==> config.mk <==
export PLATFORM = sky130hd
export DESIGN_NAME = markup_safety_scanner_top
export DESIGN_NICKNAME = d
export VERILOG_FILES = /design/src/hw/rtl/mss_pkg.sv /design/src/hw/rtl/markup_safety_scanner_top.sv /design/src/hw/rtl/mss_match.sv
export SDC_FILE = /design/constraint.sdc
export NUM_CORES = 1
export LEC_CHECK = 0
export ABC_CLOCK_PERIOD_IN_PS = 4680
export BUFFER_PORTS_ARGS = -buffer_cell sky130_fd_sc_hd__buf_2
export CORE_MARGIN = 2
export CORE_UTILIZATION = 46
export CTS_BUF_LIST = sky130_fd_sc_hd__clkbuf_16
export CTS_CLUSTER_SIZE = 28
export DETAILED_ROUTE_END_ITERATION = 10
export PLACE_DENSITY = 0.6
export SYNTH_ARGS = -nofsm -noshare
export SYNTH_HDL_FRONTEND = slang
export SYNTH_HIERARCHICAL = 1
export SYNTH_SLANG_ARGS = --single-unit
==> constraint.sdc <==
create_clock -name clock -period 4.68 [get_ports clock]
set_input_delay 0.234 -clock clock [delete_from_list [all_inputs] [get_ports clock]]
set_output_delay 0.234 -clock clock [all_outputs]
set_load 0.05 [all_outputs]
==> src/hw/rtl/mss_pkg.sv <==
`timescale 1ns / 1ps
// Shared types and constants of the markup safety scanner.
// No dependencies; used by mss_match, markup_safety_scanner_top and the testbench.
package mss_pkg;

   typedef struct packed {
      logic scanning;
      logic fresh;
      logic pending_eq;
      logic skip_quotes;
      logic refused;
   } mss_state_type;

   localparam logic [7:0] CH_SP    = 8'h20;
   localparam logic [7:0] CH_TAB   = 8'h09;
   localparam logic [7:0] CH_LF    = 8'h0A;
   localparam logic [7:0] CH_CR    = 8'h0D;
   localparam logic [7:0] CH_EQ    = 8'h3D;
   localparam logic [7:0] CH_GT    = 8'h3E;
   localparam logic [7:0] CH_DQ    = 8'h22;
   localparam logic [7:0] CH_SQ    = 8'h27;
   localparam logic [7:0] CH_HASH  = 8'h23;
   localparam logic [7:0] CH_LC_O  = 8'h6F;
   localparam logic [7:0] CH_LC_N  = 8'h6E;
   localparam logic [7:0] CH_UC_A  = 8'h41;
   localparam logic [7:0] CH_UC_Z  = 8'h5A;
   localparam logic [7:0] CASE_OFS = 8'h20;

   localparam int PAT_MAX_LEN = 14;

   localparam logic [7*8-1:0]  PAT_SCRIPT  = "<script";
   localparam logic [14*8-1:0] PAT_FOREIGN = "<foreignobject";
   localparam logic [9*8-1:0]  PAT_DOCTYPE = "<!doctype";
   localparam logic [8*8-1:0]  PAT_ENTITY  = "<!entity";
   localparam logic [4*8-1:0]  PAT_USE     = "<use";
   localparam logic [5*8-1:0]  PAT_HREF    = "href=";
   localparam logic [4*8-1:0]  PAT_SRC     = "src=";

endpackage

==> src/hw/rtl/markup_safety_scanner_top.sv <==
`timescale 1ns / 1ps
// Top level of the markup safety scanner: input register, scan logic, verdict register.
// Depends on mss_pkg and mss_match.
//
// Takes one document byte per beat and gives one is_safe beat after the beat marked last.
// Only a last byte waits while an earlier verdict is still untaken; else a byte is taken
// every clock. The byte register feeds the window compare and the scan state update
// combinationally, so the sustained rate is one byte per cycle outside such stalls.
// The verdict appears on rsp_ at the edge where the last byte leaves the input register.
module markup_safety_scanner_top #(
   parameter int WINDOW_LEN = 14
) (
   input  logic       clock,
   input  logic       reset,
   input  logic       req_valid,
   output logic       req_ready,
   input  logic [7:0] req_char_byte,
   input  logic       req_last_byte,
   output logic       rsp_valid,
   input  logic       rsp_ready,
   output logic       rsp_is_safe
);
   import mss_pkg::*;

   localparam int HIST_LEN = WINDOW_LEN - 1;

   logic          s1_valid_ff, s1_valid_in;
   logic [7:0]    s1_char_ff;
   logic          s1_last_ff;
   logic          rsp_valid_ff, rsp_valid_in;
   logic          rsp_safe_ff, rsp_safe_in;
   logic [7:0]    hist_ff [HIST_LEN];
   logic [7:0]    hist_in [HIST_LEN];
   mss_state_type state_ff, state_in, state_nxt;

   logic [7:0]              ch_fold;
   logic [WINDOW_LEN*8-1:0] win_vec;
   logic                    advance;

   always_comb begin
      ch_fold = s1_char_ff;
      if (s1_char_ff >= CH_UC_A && s1_char_ff <= CH_UC_Z) begin
         ch_fold = s1_char_ff + CASE_OFS;
      end
      win_vec[7:0] = ch_fold;
      for (int k = 0; k < HIST_LEN; k++) begin
         win_vec[(k+1)*8 +: 8] = hist_ff[k];
      end
   end

   mss_match #(
      .WINDOW_LEN(WINDOW_LEN)
   ) u_match (
      .win_vec  (win_vec),
      .state_cur(state_ff),
      .state_nxt(state_nxt)
   );

   assign advance   = s1_valid_ff && (!s1_last_ff || !rsp_valid_ff || rsp_ready);
   assign req_ready = !s1_valid_ff || advance;
   assign rsp_valid   = rsp_valid_ff;
   assign rsp_is_safe = rsp_safe_ff;

   always_comb begin
      s1_valid_in  = req_ready ? req_valid : s1_valid_ff;
      rsp_valid_in = rsp_valid_ff && !rsp_ready;
      rsp_safe_in  = rsp_safe_ff;
      state_in     = state_ff;
      hist_in      = hist_ff;
      if (advance) begin
         if (s1_last_ff) begin
            rsp_valid_in = 1'b1;
            rsp_safe_in  = !state_nxt.refused;
            state_in     = '0;
            for (int k = 0; k < HIST_LEN; k++) begin
               hist_in[k] = '0;
            end
         end else begin
            state_in   = state_nxt;
            hist_in[0] = ch_fold;
            for (int k = 1; k < HIST_LEN; k++) begin
               hist_in[k] = hist_ff[k-1];
            end
         end
      end
   end

   always_ff @(posedge clock) begin
      if (reset) begin
         s1_valid_ff  <= 1'b0;
         rsp_valid_ff <= 1'b0;
         state_ff     <= '0;
         for (int k = 0; k < HIST_LEN; k++) begin
            hist_ff[k] <= '0;
         end
      end else begin
         s1_valid_ff  <= s1_valid_in;
         rsp_valid_ff <= rsp_valid_in;
         state_ff     <= state_in;
         hist_ff      <= hist_in;
      end
   end

   always_ff @(posedge clock) begin
      rsp_safe_ff <= rsp_safe_in;
      if (req_ready) begin
         s1_char_ff <= req_char_byte;
         s1_last_ff <= req_last_byte;
      end
   end

   a_clear_after_last: assert property (@(posedge clock) disable iff (reset)
      advance && s1_last_ff |=> state_ff == '0 && hist_ff[0] == '0)
      else $error("scan state not cleared after last beat");

   a_verdict_after_last: assert property (@(posedge clock) disable iff (reset)
      advance && s1_last_ff |=> rsp_valid_ff)
      else $error("no verdict after last beat");

   a_pending_not_scanning: assert property (@(posedge clock) disable iff (reset)
      state_ff.pending_eq |-> !state_ff.scanning)
      else $error("pending handler match while scanning");

   a_stall_only_when_full: assert property (@(posedge clock) disable iff (reset)
      !req_ready |-> s1_valid_ff && s1_last_ff && rsp_valid_ff)
      else $error("input stalled without a waiting verdict");

endmodule

==> src/hw/rtl/mss_match.sv <==
`timescale 1ns / 1ps
// Pattern match and scan-state update for one folded byte.
// Depends on mss_pkg.
module mss_match #(
   parameter int WINDOW_LEN = 14
) (
   input  logic [WINDOW_LEN*8-1:0] win_vec,
   input  mss_pkg::mss_state_type  state_cur,
   output mss_pkg::mss_state_type  state_nxt
);
   import mss_pkg::*;

   logic [7:0] ch;
   logic [7:0] prev0;
   logic [7:0] prev1;
   logic       tag_hit;
   logic       ref_hit;
   logic       ws_prev1;
   logic       in_scan;
   logic       is_quote;
   logic       handler_refuse;
   logic       ref_refuse;

   always_comb begin
      ch       = win_vec[7:0];
      prev0    = win_vec[15:8];
      prev1    = win_vec[23:16];
      tag_hit  = (win_vec[7*8-1:0] == PAT_SCRIPT)  ||
                 (win_vec[14*8-1:0] == PAT_FOREIGN) ||
                 (win_vec[9*8-1:0] == PAT_DOCTYPE) ||
                 (win_vec[8*8-1:0] == PAT_ENTITY)  ||
                 (win_vec[4*8-1:0] == PAT_USE);
      ref_hit  = (win_vec[5*8-1:0] == PAT_HREF) || (win_vec[4*8-1:0] == PAT_SRC);
      ws_prev1 = (prev1 == CH_SP) || (prev1 == CH_TAB) ||
                 (prev1 == CH_LF) || (prev1 == CH_CR);
      in_scan  = state_cur.scanning || state_cur.fresh;
      is_quote = (ch == CH_DQ) || (ch == CH_SQ);

      handler_refuse = state_cur.scanning && (ch == CH_EQ);
      ref_refuse     = state_cur.skip_quotes && !is_quote && (ch != CH_HASH);

      state_nxt.refused     = state_cur.refused || tag_hit || state_cur.pending_eq ||
                              handler_refuse || ref_refuse;
      state_nxt.pending_eq  = in_scan && !state_cur.scanning && (ch == CH_EQ);
      state_nxt.scanning    = in_scan && (ch != CH_SP) && (ch != CH_GT) && (ch != CH_EQ);
      state_nxt.fresh       = (ch == CH_LC_N) && (prev0 == CH_LC_O) && ws_prev1;
      state_nxt.skip_quotes = ref_hit || (state_cur.skip_quotes && is_quote);
   end

endmodule

## Yosys cells after proc, flatten, opt, wreduce, memory -nomap -nowiden

Index checks and enable logic that the tools add are counted.

| operators by class | value |
|---|---|
| muxes and demuxes | 5 |
| shift operators | 0 |
| bitwise operators | 0 |
| reductions and logical operators | 40 |
| $mul | 0 |
| eq/ne operators | 20 |
| $lt $le $gt $ge | 2 |
| divide/modulo/power cells | 0 |
| add/subtract/negate cells | 1 |

Operator list:

| operator | count |
|---|---|
| $eq 112x110->1 const B | 1 |
| $mux 104 | 1 |
| $eq 72x70->1 const B | 1 |
| $eq 64x62->1 const B | 1 |
| $eq 56x54->1 const B | 1 |
| $eq 40x39->1 const B | 1 |
| $eq 32x30->1 const B | 1 |
| $eq 32x31->1 const B | 1 |
| $eq 8x6->1 const B | 4 |
| $ne 8x6->1 const B | 4 |
| $eq 8x4->1 const B | 3 |
| $logic_or 1x1->1 | 18 |
| $eq 8x7->1 const B | 2 |
| $logic_and 1x1->1 | 14 |
| $add 8x6->8 const B | 1 |
| $ge 8x7->1 const B | 1 |
| $le 8x7->1 const B | 1 |
| $mux 8 | 1 |
| $logic_not 1->1 | 7 |
| $mux 5 | 1 |
| $mux 1 | 2 |
| $reduce_and 2->1 | 1 |

| storage, ports and cells | value |
|---|---|
| output and inout bits | 3 |
| memories | 0 |
| input port bits | 13 |
| memory bits (writable) | 0 |
| flip-flop bits (word level) | 121 |
| bits in read-only memories | 0 |
| word-level logic and storage cells | 91 |
| bits in latches | 0 |

## Longest topological paths before layout

Gate-level depths: netlist (run 1).

| logic depth | value |
|---|---|
| depth in word-level cells | 13 |
| depth in mapped cells | 12 |

## Modules after synthesis

Netlist (run 1), hierarchy kept.

By module, submodules not included:

| module | area an instance (um2) | cells each | instances |
|---|---|---|---|
| markup_safety_scanner_top | 4,369.2 | 519 | 1 |
| mss_match | 847.1 | 124 | 1 |

## Worst setup path before layout (run 1)

OpenSTA, ideal clock, no wires.

| timing | value |
|---|---|
| path type | register -> register |
| start point | reg s1_char_ff[1] |
| end point | reg rsp_safe_ff, in the netlist rsp_is_safe, data pin |
| buffers on the path | 0 |
| cell stages (with the launch flop) | 11 |
| path slack | 1.830 ns |
| arrival time | 2.599 ns |
| period minus slack after synthesis | 2.850 ns |
| setup time | 0.251 ns |
| path through | edfxtp_1 > or4_1 > o211ai_2 > o31ai_1 > or4b_4 > or2_1 > nor3_2 > nand4_1 > o21ai_1 > a31o_1 > inv_1 |

RTL lines:

| item | line | RTL |
|---|---|---|
| start: declaration | markup_safety_scanner_top.sv:28 | `logic [7:0] s1_char_ff;` |
| start signal: assignment | markup_safety_scanner_top.sv:107 | `s1_char_ff <= req_char_byte;` |
| end signal: assignment | markup_safety_scanner_top.sv:105 | `rsp_safe_ff <= rsp_safe_in;` |
| end: declaration | markup_safety_scanner_top.sv:31 | `logic rsp_safe_ff, rsp_safe_in;` |

==> parameters.txt, run 1 <==
Parameter                              Value

Floorplan
  Top-level port count ... 16
  Starting utilization of the core area ... 47.70%
  Row cnt ... 38
  Width of the chip ... 110.5 um
  Die area ... 0.01221 sq mm
  Core region area ... 0.01094 sq mm
  Chip height ... 110.5 um

Outcome
  Status ... complete, no violations

Timing
  Unrepaired setup endpoints after global routing ... false
  Slew at the pin closest to its max-slew limit ... 1.174 ns
  Worst rel slew slack ... 21.75%
  Final count of hold timing violations ... 0
  Max Slew Vio Count ... 0
  Worst Hold Slack ... 0.06658 ns
  Min Clock Period, post-route ... 3.193 ns
  Final clock period utilization by the worst path ... 68.22%
  Total Neg Setup Slack ... 0 ns
  Maximum clock frequency ... 313.2 MHz
  Largest clock skew in the final design ... 0.006488 ns
  Total of endpoints with negative setup slack in the final report ... 0

Power
  Net Sw Power ... 0.0005192 W
  Standby leakage power ... 1.840 nW
  Clock network fraction of total power ... 49.3%
  Internal power of the cells ... 0.001774 W
  Share of power burned in registers ... 46.4%
  Power density over the cells ... 388.6 mW/mm^2
  Part of the total power dissipated in combinational logic ... 4.3%
  Fraction of power spent switching nets ... 22.65%
  Worst-case vdd ir drop ... 244.2 uV

Critical path
  Critical path data arrival time ... 3.45 ns
  Top cell by count, worst path ... sky130_fd_sc_hd__nand3_1
  Cell with the largest stage delay on the worst path ... sky130_fd_sc_hd__or4_1
  Buf/Inv on CP ... 0
  Nature of the critical path endpoint ... flop
  Critical path startpoint category ... flop
  Cells traversed along the worst timing path ... or4_1 -> o211ai_2 -> o31ai_1 -> or4b_4 -> o41ai_2 -> o211ai_1 -> nor2_1 -> nand3_1 -> a31o_1 -> nand3_1 -> a21oi_1
  Max FO, Critical Path ... 9
  Cell type group with the largest total delay on the critical path ... simple AND/OR/NAND/NOR gates
  Required time at the worst-slack endpoint ... 4.93 ns
  Crit path kind ... reg2reg
  Slowest Stage Delay on Critical Path ... 0.60 ns

Drt
  Post-route ant nets ... 0
  DRC Markers ... 0
  Met1 routed wirelength after detailed routing ... 6.648 mm
  Iteration count of the initial detailed-routing pass ... 5
  Routed length per instance ... 17.21 um
  Final wirelength ... 13.65 mm
  Top routing layer in use ... met4
  Met2 routed WL ... 6.163 mm
  Sum of met3 wire segment lengths after detailed routing ... 648 um
  Detail-routed via count per cell ... 5.876
  Number of vias in the routed layout ... 4660
  Starting DRC count in detailed routing ... 373

Synth
  Share of async-settable or async-resettable flops after synthesis ... 0%
  Distinct cell type count after synthesis ... 48
  Largest area contributor in the netlist ... sky130_fd_sc_hd__dfxtp_1
  Number of flops mapped to enable cells by yosys ... 10
  Avg Inst Size Synth ... 8.112 sq um
  Share of the yosys chip area belonging to registers ... 48.36%
  Prevailing post-synth register cell ... sky130_fd_sc_hd__dfxtp_1
  Yosys Warn Count ... 6
  Count leader, synth ... sky130_fd_sc_hd__nand3_1
  Cell area after synthesis ... 0.005216 sq mm
  Number of synthesized register bits ... 121
  Instance count of the mapped netlist ... 643
  Top cells by instance count after synthesis ... sky130_fd_sc_hd__nand3_1, sky130_fd_sc_hd__a21oi_1, sky130_fd_sc_hd__nand2_1
  Synth Net Count ... 657
  Portion of synthesized cell area occupied by the leading cell type ... 42.60%
  Leading cell types by total area after synthesis ... sky130_fd_sc_hd__dfxtp_1, sky130_fd_sc_hd__nand3_1, sky130_fd_sc_hd__a21oi_1

Clocking
  CTS clk-pin slew, worst paths ... 0.05 ns
  Number of levels in the clock H-tree ... 4
  Clock Tree Buf Depth ... 2
  Source-to-sink clock delay at the later pin of the worst-skew pair ... 0.42 ns
  CTS root buf ... sky130_fd_sc_hd__clkbuf_16
  TritonCTS clock tree ... done
  Clock tree sinks ... 121
  TritonCTS buffer count ... 17

Final layout
  Inserted Diodes ... 0
  Fraction of layout cells with a size suffix above 1 ... 7.351%
  Area growth from synthesis to layout ... 13.12%
  Nets ... 656

Global route
  Maximum number of pins on one net before global-route repair ... 113
  First-pass GRT wire length ... 22.24 mm
  Global routing usage summed across all routing layers ... 22.60%
  GRT Residual Overflow ... 0
  Via count of the first global-routing pass ... 4284
  Number of antenna violations at the first check in global routing ... 0

Placement
  Number of buffers inserted by port buffering ... 15
  Gpl congestion ... 0.9493
  Hpwl dp ... 8.510 mm

Flow run
  # Max-Cap Violations ... 0

Min path
  HP Class ... in2reg
[flip-flops by register name (all words and copies together) (netlist names)]
register,flops
hist_ff,104
rsp_is_safe,1
s1_valid_ff,1
s1_char_ff,8
s1_last_ff,1
rsp_valid,1
state_ff,5
[layout make-up]
class                      instances  area (sq um)
fill                            1035          5035
inverter                           9         33.78
multi-input combinational        466          2472
timing repair buffer              27         190.2
sequential                       121          2526
clock inverter                    13         77.57
tap                              140         175.2
clock buffer                      17         425.4
[tightest hold or removal path, cell delays in order]
cell and delay (ns):
sky130_fd_sc_hd__buf_2 0.11, sky130_fd_sc_hd__inv_1 0.05, sky130_fd_sc_hd__a21oi_1 0.05
[path summary, 6_finish.rpt]
kind	cells past startpoint	start	to	slack (ns)
max	11	s1_char_ff[1]	state_ff[0]	1.49
min	3	req_valid	s1_valid_ff	0.07
min reg2reg	2	hist_ff[6]	hist_ff[6]	0.45
max reg2reg	11	s1_char_ff[1]	state_ff[0]	1.49
[metrics by stage]
stage / cells / power, W / utilization [%] / area [sq um] / worst slack [ns]
floorplan: 643 / 0.001153 / - / 5216 / 1.830
CTS: 793 / 0.002311 / 53.96 / 5901 / 1.537
detailed placement: 754 / 0.001177 / 48.54 / 5308 / 1.561
global route: 793 / 0.002365 / 53.96 / 5901 / 1.330
finish: 793 / 0.002293 / 53.96 / 5901 / 1.487
global placement: 754 / 0.001175 / 48.54 / 5308 / 1.630
[layer usage]
layer,track usage (%),vias to the layer above
li1,-,2303
met4,7.833,0
met5,0,-
met2,33.58,100
met1,31.92,2242
met3,5.818,15
[what timing repair did]
| action | CTS | global route |
|---|---|---|
| gates resized for setup | 0 | 0 |
| hold buffers | 9 | 0 |
| hold endpoints to repair | 9 | 0 |
| setup endpoints to repair | 0 | 0 |
| buffers inserted | 0 | 0 |
[placed cells by master, fill, tap and decap left out, drive strengths merged, types with 2 or more instances in the layout]
cell type / n
nand4: 16
or2: 2
nor4bb: 11
buf: 18
o211ai: 2
or4: 3
dfxtp: 111
and3b: 2
clkbuf: 17
and4b: 6
dlygate4sd3: 9
o31ai: 3
o21ai: 2
nand3: 118
edfxtp: 10
nand4b: 5
or4b: 2
nand3b: 4
nor2b: 10
o41ai: 2
nor4: 7
clkinv: 6
nor4b: 4
nor3: 8
nor2: 20
inv: 15
nor3b: 3
nand2: 112
a21oi: 112
[logic make-up after synthesis]
family / Yosys count / share of synthesized area, %
AND/OR/NAND/NOR: 337 / 33.53
flip-flops: 121 / 48.36
AO/OA/AOI/OAI: 127 / 13.34
XOR/XNOR: 1 / 0.1679
adder cells (fa/ha/maj): 1 / 0.2398
buffers and inverters: 56 / 4.366
[power by group through the flow]
stage	logic, W	registers (W)	clock network, W
final	0.0000976	0.00106	0.00113
after global routing	0.000106	0.00106	0.00119
after CTS	0.0000974	0.00106	0.00115
after detailed placement	0.0000915	0.00109	0
after global placement	0.0000904	0.00108	0
after floorplan	0.0000699	0.00108	0
(Power assumes the default switching activity.)
==> run 2: changes to the inputs <==
- ABC_AREA: not set -> 1
- ABC_CLOCK_PERIOD_IN_PS: 4680 -> 2650
- PLACE_DENSITY: 0.6 -> 0.62
- clock period: 4.68 -> 2.65 ns (I/O delays scaled with it)
==> run 2 against run 1 <==
Effect of this change:
- critical path depth rose by 3
- global-route usage down 0.070 points
- clock power up 96%
- fmax increased by 41%
- register-to-register slack worse by 1.1 ns
- highest routed layer unchanged
==> parameters.txt, run 2 <==
Parameter                              Value

Outcome
  Status ... complete, no violations

Critical path
  Crit path kind ... reg2reg
  Critical path data arrival time ... 2.45 ns
  Reg2reg setup slack ... 0.38 ns
  Worst setup path start ... s1_char_ff[1]
  Top cell by count, worst path ... sky130_fd_sc_hd__nor2_1
  Critical path startpoint category ... flop
  Cells traversed along the worst timing path ... nor2_1 -> nand3_1 -> nand4_1 -> inv_1 -> nor2_1 -> nand4_1 -> nor2_2 -> nand2_1 -> nor2_1 -> nand2_1 -> nor2_2 -> nor2_1 -> nand2_1 -> inv_1
  Required time at the worst-slack endpoint ... 2.83 ns
  Critical path depth in cells ... 14
  Critical R2R Launch ... s1_char_ff[1]
  Setup crit end ... rsp_is_safe
  Slowest Stage Delay on Critical Path ... 0.53 ns
  End of the worst register-to-register path ... rsp_is_safe
  Max FO, Critical Path ... 10
  Buf/Inv on CP ... 2
  Cell type group with the largest total delay on the critical path ... simple AND/OR/NAND/NOR gates
  Cell with the largest stage delay on the worst path ... sky130_fd_sc_hd__edfxtp_1
  Worst Reg-to-Reg Cells ... 14
  Nature of the critical path endpoint ... flop

Timing
  Total of endpoints with negative setup slack in the final report ... 0
  Final count of hold timing violations ... 0
  Worst rel slew slack ... 54.42%
  Max Slew Vio Count ... 0
  Largest clock skew in the final design ... 0.01181 ns
  Unrepaired setup endpoints after global routing ... false
  Final clock period utilization by the worst path ... 85.75%
  PnR worst setup slack ... 0.3775 ns
  Total Neg Setup Slack ... 0 ns
  Slew at the pin closest to its max-slew limit ... 0.6818 ns
  Min Clock Period, post-route ... 2.273 ns
  Maximum clock frequency ... 440.0 MHz

Synth
  Distinct cell type count after synthesis ... 30
  Synth Net Count ... 863
  Portion of synthesized cell area occupied by the leading cell type ... 39.76%
  Yosys Warn Count ... 6
  Leading cell types by total area after synthesis ... sky130_fd_sc_hd__dfxtp_1, sky130_fd_sc_hd__nand2_1, sky130_fd_sc_hd__a21oi_1
  Largest area contributor in the netlist ... sky130_fd_sc_hd__dfxtp_1
  Number of synthesized register bits ... 121
  Number of flops mapped to enable cells by yosys ... 10
  Share of async-settable or async-resettable flops after synthesis ... 0%
  Avg Inst Size Synth ... 6.583 sq um
  Instance count of the mapped netlist ... 849
  Cell area after synthesis ... 0.005589 sq mm
  Top cells by instance count after synthesis ... sky130_fd_sc_hd__nand2_1, sky130_fd_sc_hd__a21oi_1, sky130_fd_sc_hd__dfxtp_1
  Count leader, synth ... sky130_fd_sc_hd__nand2_1
  Share of the yosys chip area belonging to registers ... 45.13%
  Prevailing post-synth register cell ... sky130_fd_sc_hd__dfxtp_1

Floorplan
  Die area ... 0.01305 sq mm
  Row cnt ... 40
  Width of the chip ... 114.2 um
  Core region area ... 0.01191 sq mm
  Starting utilization of the core area ... 46.92%
  Top-level port count ... 16
  Chip height ... 114.2 um

Global route
  Maximum number of pins on one net before global-route repair ... 110
  First-pass GRT wire length ... 22.92 mm
  Number of antenna violations at the first check in global routing ... 0
  Global routing usage summed across all routing layers ... 22.53%
  Via count of the first global-routing pass ... 4757
  GRT Residual Overflow ... 0

Clocking
  Clock Tree Buf Depth ... 2
  TritonCTS clock tree ... done
  Number of levels in the clock H-tree ... 4
  Clock tree sinks ... 121
  CTS clk-pin slew, worst paths ... 0.05 ns
  CTS root buf ... sky130_fd_sc_hd__clkbuf_16
  Source-to-sink clock delay at the later pin of the worst-skew pair ... 0.42 ns
  TritonCTS buffer count ... 17
  Post-CTS Setup Bufs ... 0

Min path
  HP Class ... in2reg

Power
  Worst-case vdd ir drop ... 473.2 uV
  Standby leakage power ... 2.195 nW
  Power density over the cells ... 662.8 mW/mm^2

Final layout
  Largest register by flop count ... hist_ff
  Filler cell count in the final layout ... 1189
  Sequential cell area ... 0.002522 sq mm
  Fraction of layout cells with a size suffix above 1 ... 7.200%
  Inserted Diodes ... 0
  Most used cells in the layout excluding fill and tap cells ... sky130_fd_sc_hd__nand2_1, sky130_fd_sc_hd__a21oi_1, sky130_fd_sc_hd__dfxtp_1, sky130_fd_sc_hd__nor2_1, sky130_fd_sc_hd__inv_1
  Nets ... 877
  Area growth from synthesis to layout ... 15.07%
  Multi-input combinational cell area ... 0.002623 sq mm
  Most common cell after layout, fill and taps aside ... sky130_fd_sc_hd__nand2_1
  Number of flip-flops under the largest register name ... 104
  Util after Layout ... 53.99%
  Post-Layout Cell Count ... 1022
  Final standard cell area without fillers ... 0.006431 sq mm
  Largest registers ... hist_ff (104), s1_char_ff (8), state_ff (5)

Placement
  Hpwl dp ... 9.008 mm
  Setup Slack @ Placement ... 0.4341 ns
  Placed Area ... 0.005756 sq mm
  Number of instances in the placed design ... 981
  Gpl congestion ... 0.9142
  Number of buffers inserted by port buffering ... 15

Drt
  DRC Markers ... 0
  Number of vias in the routed layout ... 5092
  Post-route ant nets ... 0
  Routed length per instance ... 13.37 um
  Detail-routed via count per cell ... 4.982
  Iteration count of the initial detailed-routing pass ... 5
  Starting DRC count in detailed routing ... 417
  Final wirelength ... 13.67 mm

Flow run
  # Max-Cap Violations ... 0
run 2: changes by cell type in the layout (fill, tap and decap cells not counted), sizes merged, moves of 4 or more:
cell	before	now
nor4b	4	0
inv	15	78
nor4bb	11	0
nand4b	5	0
nand2	112	338
nor4	7	2
nor2b	10	1
nor2	20	117
nand3	118	23
and4b	6	0
nand4	16	8
run 2: report_power, final:
group | internal (W) | switching [W] | total, W
Clock | 0.00142 | 0.000796 | 0.00222
Combinational | 0.0000476 | 0.000118 | 0.000166
Sequential | 0.00186 | 0.0000178 | 0.00188
run 2: metal layers:
metal	share of wire, %	global-route usage [%]
met5	0	0
met3	4.7	6.406
met4	1.9	8.862
met1	49	30.69
met2	45	33.89
run 2: cells by family after synthesis:
group / share of synthesized area (%)
AO/OA/AOI/OAI: 10.52
adder cells (fa/ha/maj): 0.2238
buffers and inverters: 7.947
flip-flops: 45.13
AND/OR/NAND/NOR: 36.18
run 2: how the worst min path moves through the flow:
stage,to,slack [ns],cells after the start,startpoint
floorplan,s1_char_ff[0],0.23,0,req_char_byte[0]
global placement,s1_last_ff,0.31,1,req_last_byte
detailed placement,s1_char_ff[7],0.31,1,req_char_byte[7]
CTS,rsp_valid,0.03,4,rsp_ready
global route,rsp_valid,0.1,4,rsp_ready
finish,rsp_valid,0.05,4,rsp_ready
run 2: per-stage QoR:
step	power (W)	hold slack (ns)
floorplan	0.002024	0.2314
global placement	0.002066	0.3104
detailed placement	0.002069	0.3117
CTS	0.004301	0.03127
global route	0.004413	0.09539
finish	0.004263	0.05046
run 2: timing repair:
item	CTS	global route
resized for setup	0	0
endpoints found under the hold margin	10	0
hold buffers	10	0
setup endpoints to repair	0	0
run 2: layout make-up:
cell class              instances  area share (%)
clock buffers                  20           7.782
well taps                     147           2.860
clock inverters                11           1.167
multi-input cells             619           40.78
repair buffers                 29           3.813
inverters                      75           4.377
flip-flops and latches        121           39.22
run 2: tightest hold or removal path: stages:
cell	delay (ns)
sky130_fd_sc_hd__buf_2	0.08
sky130_fd_sc_hd__nor2_2	0.04
sky130_fd_sc_hd__o21bai_1	0.12
sky130_fd_sc_hd__inv_1	0.04
==> run 3: changes to the inputs <==
- SETUP_SLACK_MARGIN: not set -> 0.5
==> run 3 against run 2 <==
Effect of this change:
- sequential power about the same
- combinational power increased by 13%
- flip-flop and latch count unchanged
- routed wire length increased by 1.9%
- first-iteration DRC count increased by 9.1%
- register-to-register slack improved by 0.17 ns
- non-clock buffer count increased by 10
- core utilization increased by 0.89 points
- clock-buffer cell count unchanged
- fmax increased by 8.1%
==> parameters.txt, run 3 (synthesized netlist as in run 2, its figures left out) <==
Parameter                              Value

Power
  Part of the total power dissipated in combinational logic ... 4.4%
  Standby leakage power ... 2.248 nW
  Internal power of the cells ... 0.003341 W
  Worst-case vdd ir drop ... 472.7 uV
  Power density over the cells ... 654.7 mW/mm^2
  Fraction of power spent switching nets ... 21.93%
  Clock network fraction of total power ... 51.8%
  Share of power burned in registers ... 43.8%
  Net Sw Power ... 0.0009387 W

Final layout
  Final standard cell area without fillers ... 0.006538 sq mm
  Largest registers ... hist_ff (104), s1_char_ff (8), state_ff (5)
  Fraction of layout cells with a size suffix above 1 ... 8.927%
  Util after Layout ... 54.88%
  Area growth from synthesis to layout ... 16.97%
  Nets ... 887
  Most common cell after layout, fill and taps aside ... sky130_fd_sc_hd__nand2_1
  Inserted Diodes ... 0
  Largest register by flop count ... hist_ff
  Number of flip-flops under the largest register name ... 104
  Filler cell count in the final layout ... 1171
  Most used cells in the layout excluding fill and tap cells ... sky130_fd_sc_hd__nand2_1, sky130_fd_sc_hd__a21oi_1, sky130_fd_sc_hd__dfxtp_1, sky130_fd_sc_hd__nor2_1, sky130_fd_sc_hd__inv_1

Drt
  Starting DRC count in detailed routing ... 455
  DRC Markers ... 0
  Post-route ant nets ... 0
  Number of vias in the routed layout ... 5157
  Detail-routed via count per cell ... 4.997
  Iteration count of the initial detailed-routing pass ... 5
  Final wirelength ... 13.93 mm
  Routed length per instance ... 13.50 um

Timing
  Total Neg Setup Slack ... 0 ns
  Unrepaired setup endpoints after global routing ... true
  Total of endpoints with negative setup slack in the final report ... 0
  Slew at the pin closest to its max-slew limit ... 0.6825 ns
  Max Slew Vio Count ... 0
  Largest clock skew in the final design ... 0.01126 ns
  Maximum clock frequency ... 475.8 MHz
  Worst rel slew slack ... 54.37%
  Final clock period utilization by the worst path ... 79.32%
  Min Clock Period, post-route ... 2.102 ns
  Final count of hold timing violations ... 0

Clocking
  Number of levels in the clock H-tree ... 4
  CTS root buf ... sky130_fd_sc_hd__clkbuf_16
  TritonCTS clock tree ... done
  Clock tree sinks ... 121
  Source-to-sink clock delay at the later pin of the worst-skew pair ... 0.42 ns
  Clock Tree Buf Depth ... 2
  CTS clk-pin slew, worst paths ... 0.05 ns
  TritonCTS buffer count ... 17

Floorplan
  Core region area ... 0.01191 sq mm
  Top-level port count ... 16
  Row cnt ... 40
  Chip height ... 114.2 um
  Starting utilization of the core area ... 46.92%
  Width of the chip ... 114.2 um
  Die area ... 0.01305 sq mm

Critical path
  Max FO, Critical Path ... 5
  Required time at the worst-slack endpoint ... 2.83 ns
  Nature of the critical path endpoint ... flop
  Critical path data arrival time ... 2.28 ns
  Critical path startpoint category ... flop
  Crit path kind ... reg2reg

Global route
  First-pass GRT wire length ... 23.07 mm
  Global routing usage summed across all routing layers ... 22.66%
  Number of antenna violations at the first check in global routing ... 0
  Maximum number of pins on one net before global-route repair ... 110
  Via count of the first global-routing pass ... 4798
  GRT Residual Overflow ... 0

Min path
  HP Class ... in2reg

Outcome
  Status ... complete, no violations

Placement
  Placed Area ... 0.005756 sq mm
  Number of buffers inserted by port buffering ... 15
  Gpl congestion ... 0.9142
  Hpwl dp ... 9.008 mm

Flow run
  # Max-Cap Violations ... 0
run 3: worst max-delay path: stages, from the launching register on:
cell and delay [ns]:
sky130_fd_sc_hd__edfxtp_1 0.42, sky130_fd_sc_hd__ha_1 0.29, sky130_fd_sc_hd__inv_1 0.04, sky130_fd_sc_hd__nand4_1 0.09, sky130_fd_sc_hd__inv_1 0.08, sky130_fd_sc_hd__nor2_4 0.17
sky130_fd_sc_hd__nand4_1 0.17, sky130_fd_sc_hd__nor2_2 0.15, sky130_fd_sc_hd__nand2_1 0.06, sky130_fd_sc_hd__nor2_1 0.09, sky130_fd_sc_hd__nand2_1 0.06, sky130_fd_sc_hd__nor2_2 0.07
sky130_fd_sc_hd__nor2_1 0.04, sky130_fd_sc_hd__nand2_1 0.08, sky130_fd_sc_hd__inv_1 0.04
run 3: metal layers:
layer | GRT usage [%] | vias to the layer above | wire, um
met5 | 0 | - | 0
met4 | 9.024 | 0 | 257
met2 | 34.05 | 86 | 6359
met3 | 6.511 | 22 | 562
met1 | 30.79 | 2353 | 6746
li1 | - | 2696 | -
run 3: worst paths after layout:
path            startpoint           to  slack [ns]  cells past startpoint
min reg2reg     hist_ff[0]   hist_ff[0]        0.46                      2
max reg2reg  s1_char_ff[6]  rsp_is_safe        0.55                     14
min              rsp_ready    rsp_valid        0.05                      4
max          s1_char_ff[6]  rsp_is_safe        0.55                     14
run 3: power by group through the flow:
stage | sequential, W | clock [W] | combinational (W)
finish | 0.00187 | 0.00222 | 0.000188
global route | 0.00187 | 0.00235 | 0.000206
CTS | 0.00187 | 0.00226 | 0.000174
detailed placement | 0.00191 | 0 | 0.000155
global placement | 0.00191 | 0 | 0.000153
floorplan | 0.00191 | 0 | 0.000111
run 3: final cells by class:
type	count	area [sq um]	area share, %
well taps	147	183.9	2.813
clock buffers	20	500.5	7.656
clock inverters	11	75.07	1.148
multi-input cells	619	2654	40.59
inverters	75	281.5	4.306
repair buffers	39	320.3	4.900
flip-flops and latches	121	2522	38.58
run 3: what timing repair did:
item | CTS | global route
buffers inserted | 4 | 6
hold buffers | 10 | 0
pin swaps | 0 | 3
gates resized for setup | 1 | 7
hold endpoints to repair | 10 | 0
setup endpoints to repair | 2 | 3
cloned | 0 | 0
run 3: metrics by stage:
| stage | cells | power [W] | setup slack [ns] | hold slack, ns |
|---|---|---|---|---|
| 2_1_floorplan | 849 | 0.002024 | 0.6903 | 0.2314 |
| 4_1_cts | 1026 | 0.004306 | 0.5542 | 0.03127 |
| 6_report | 1032 | 0.004280 | 0.5481 | 0.05006 |
| 3_3_place_gp | 981 | 0.002066 | 0.4984 | 0.3104 |
| 5_1_grt | 1032 | 0.004433 | 0.3612 | 0.09542 |
| 3_5_place_dp | 981 | 0.002069 | 0.4341 | 0.3117 |
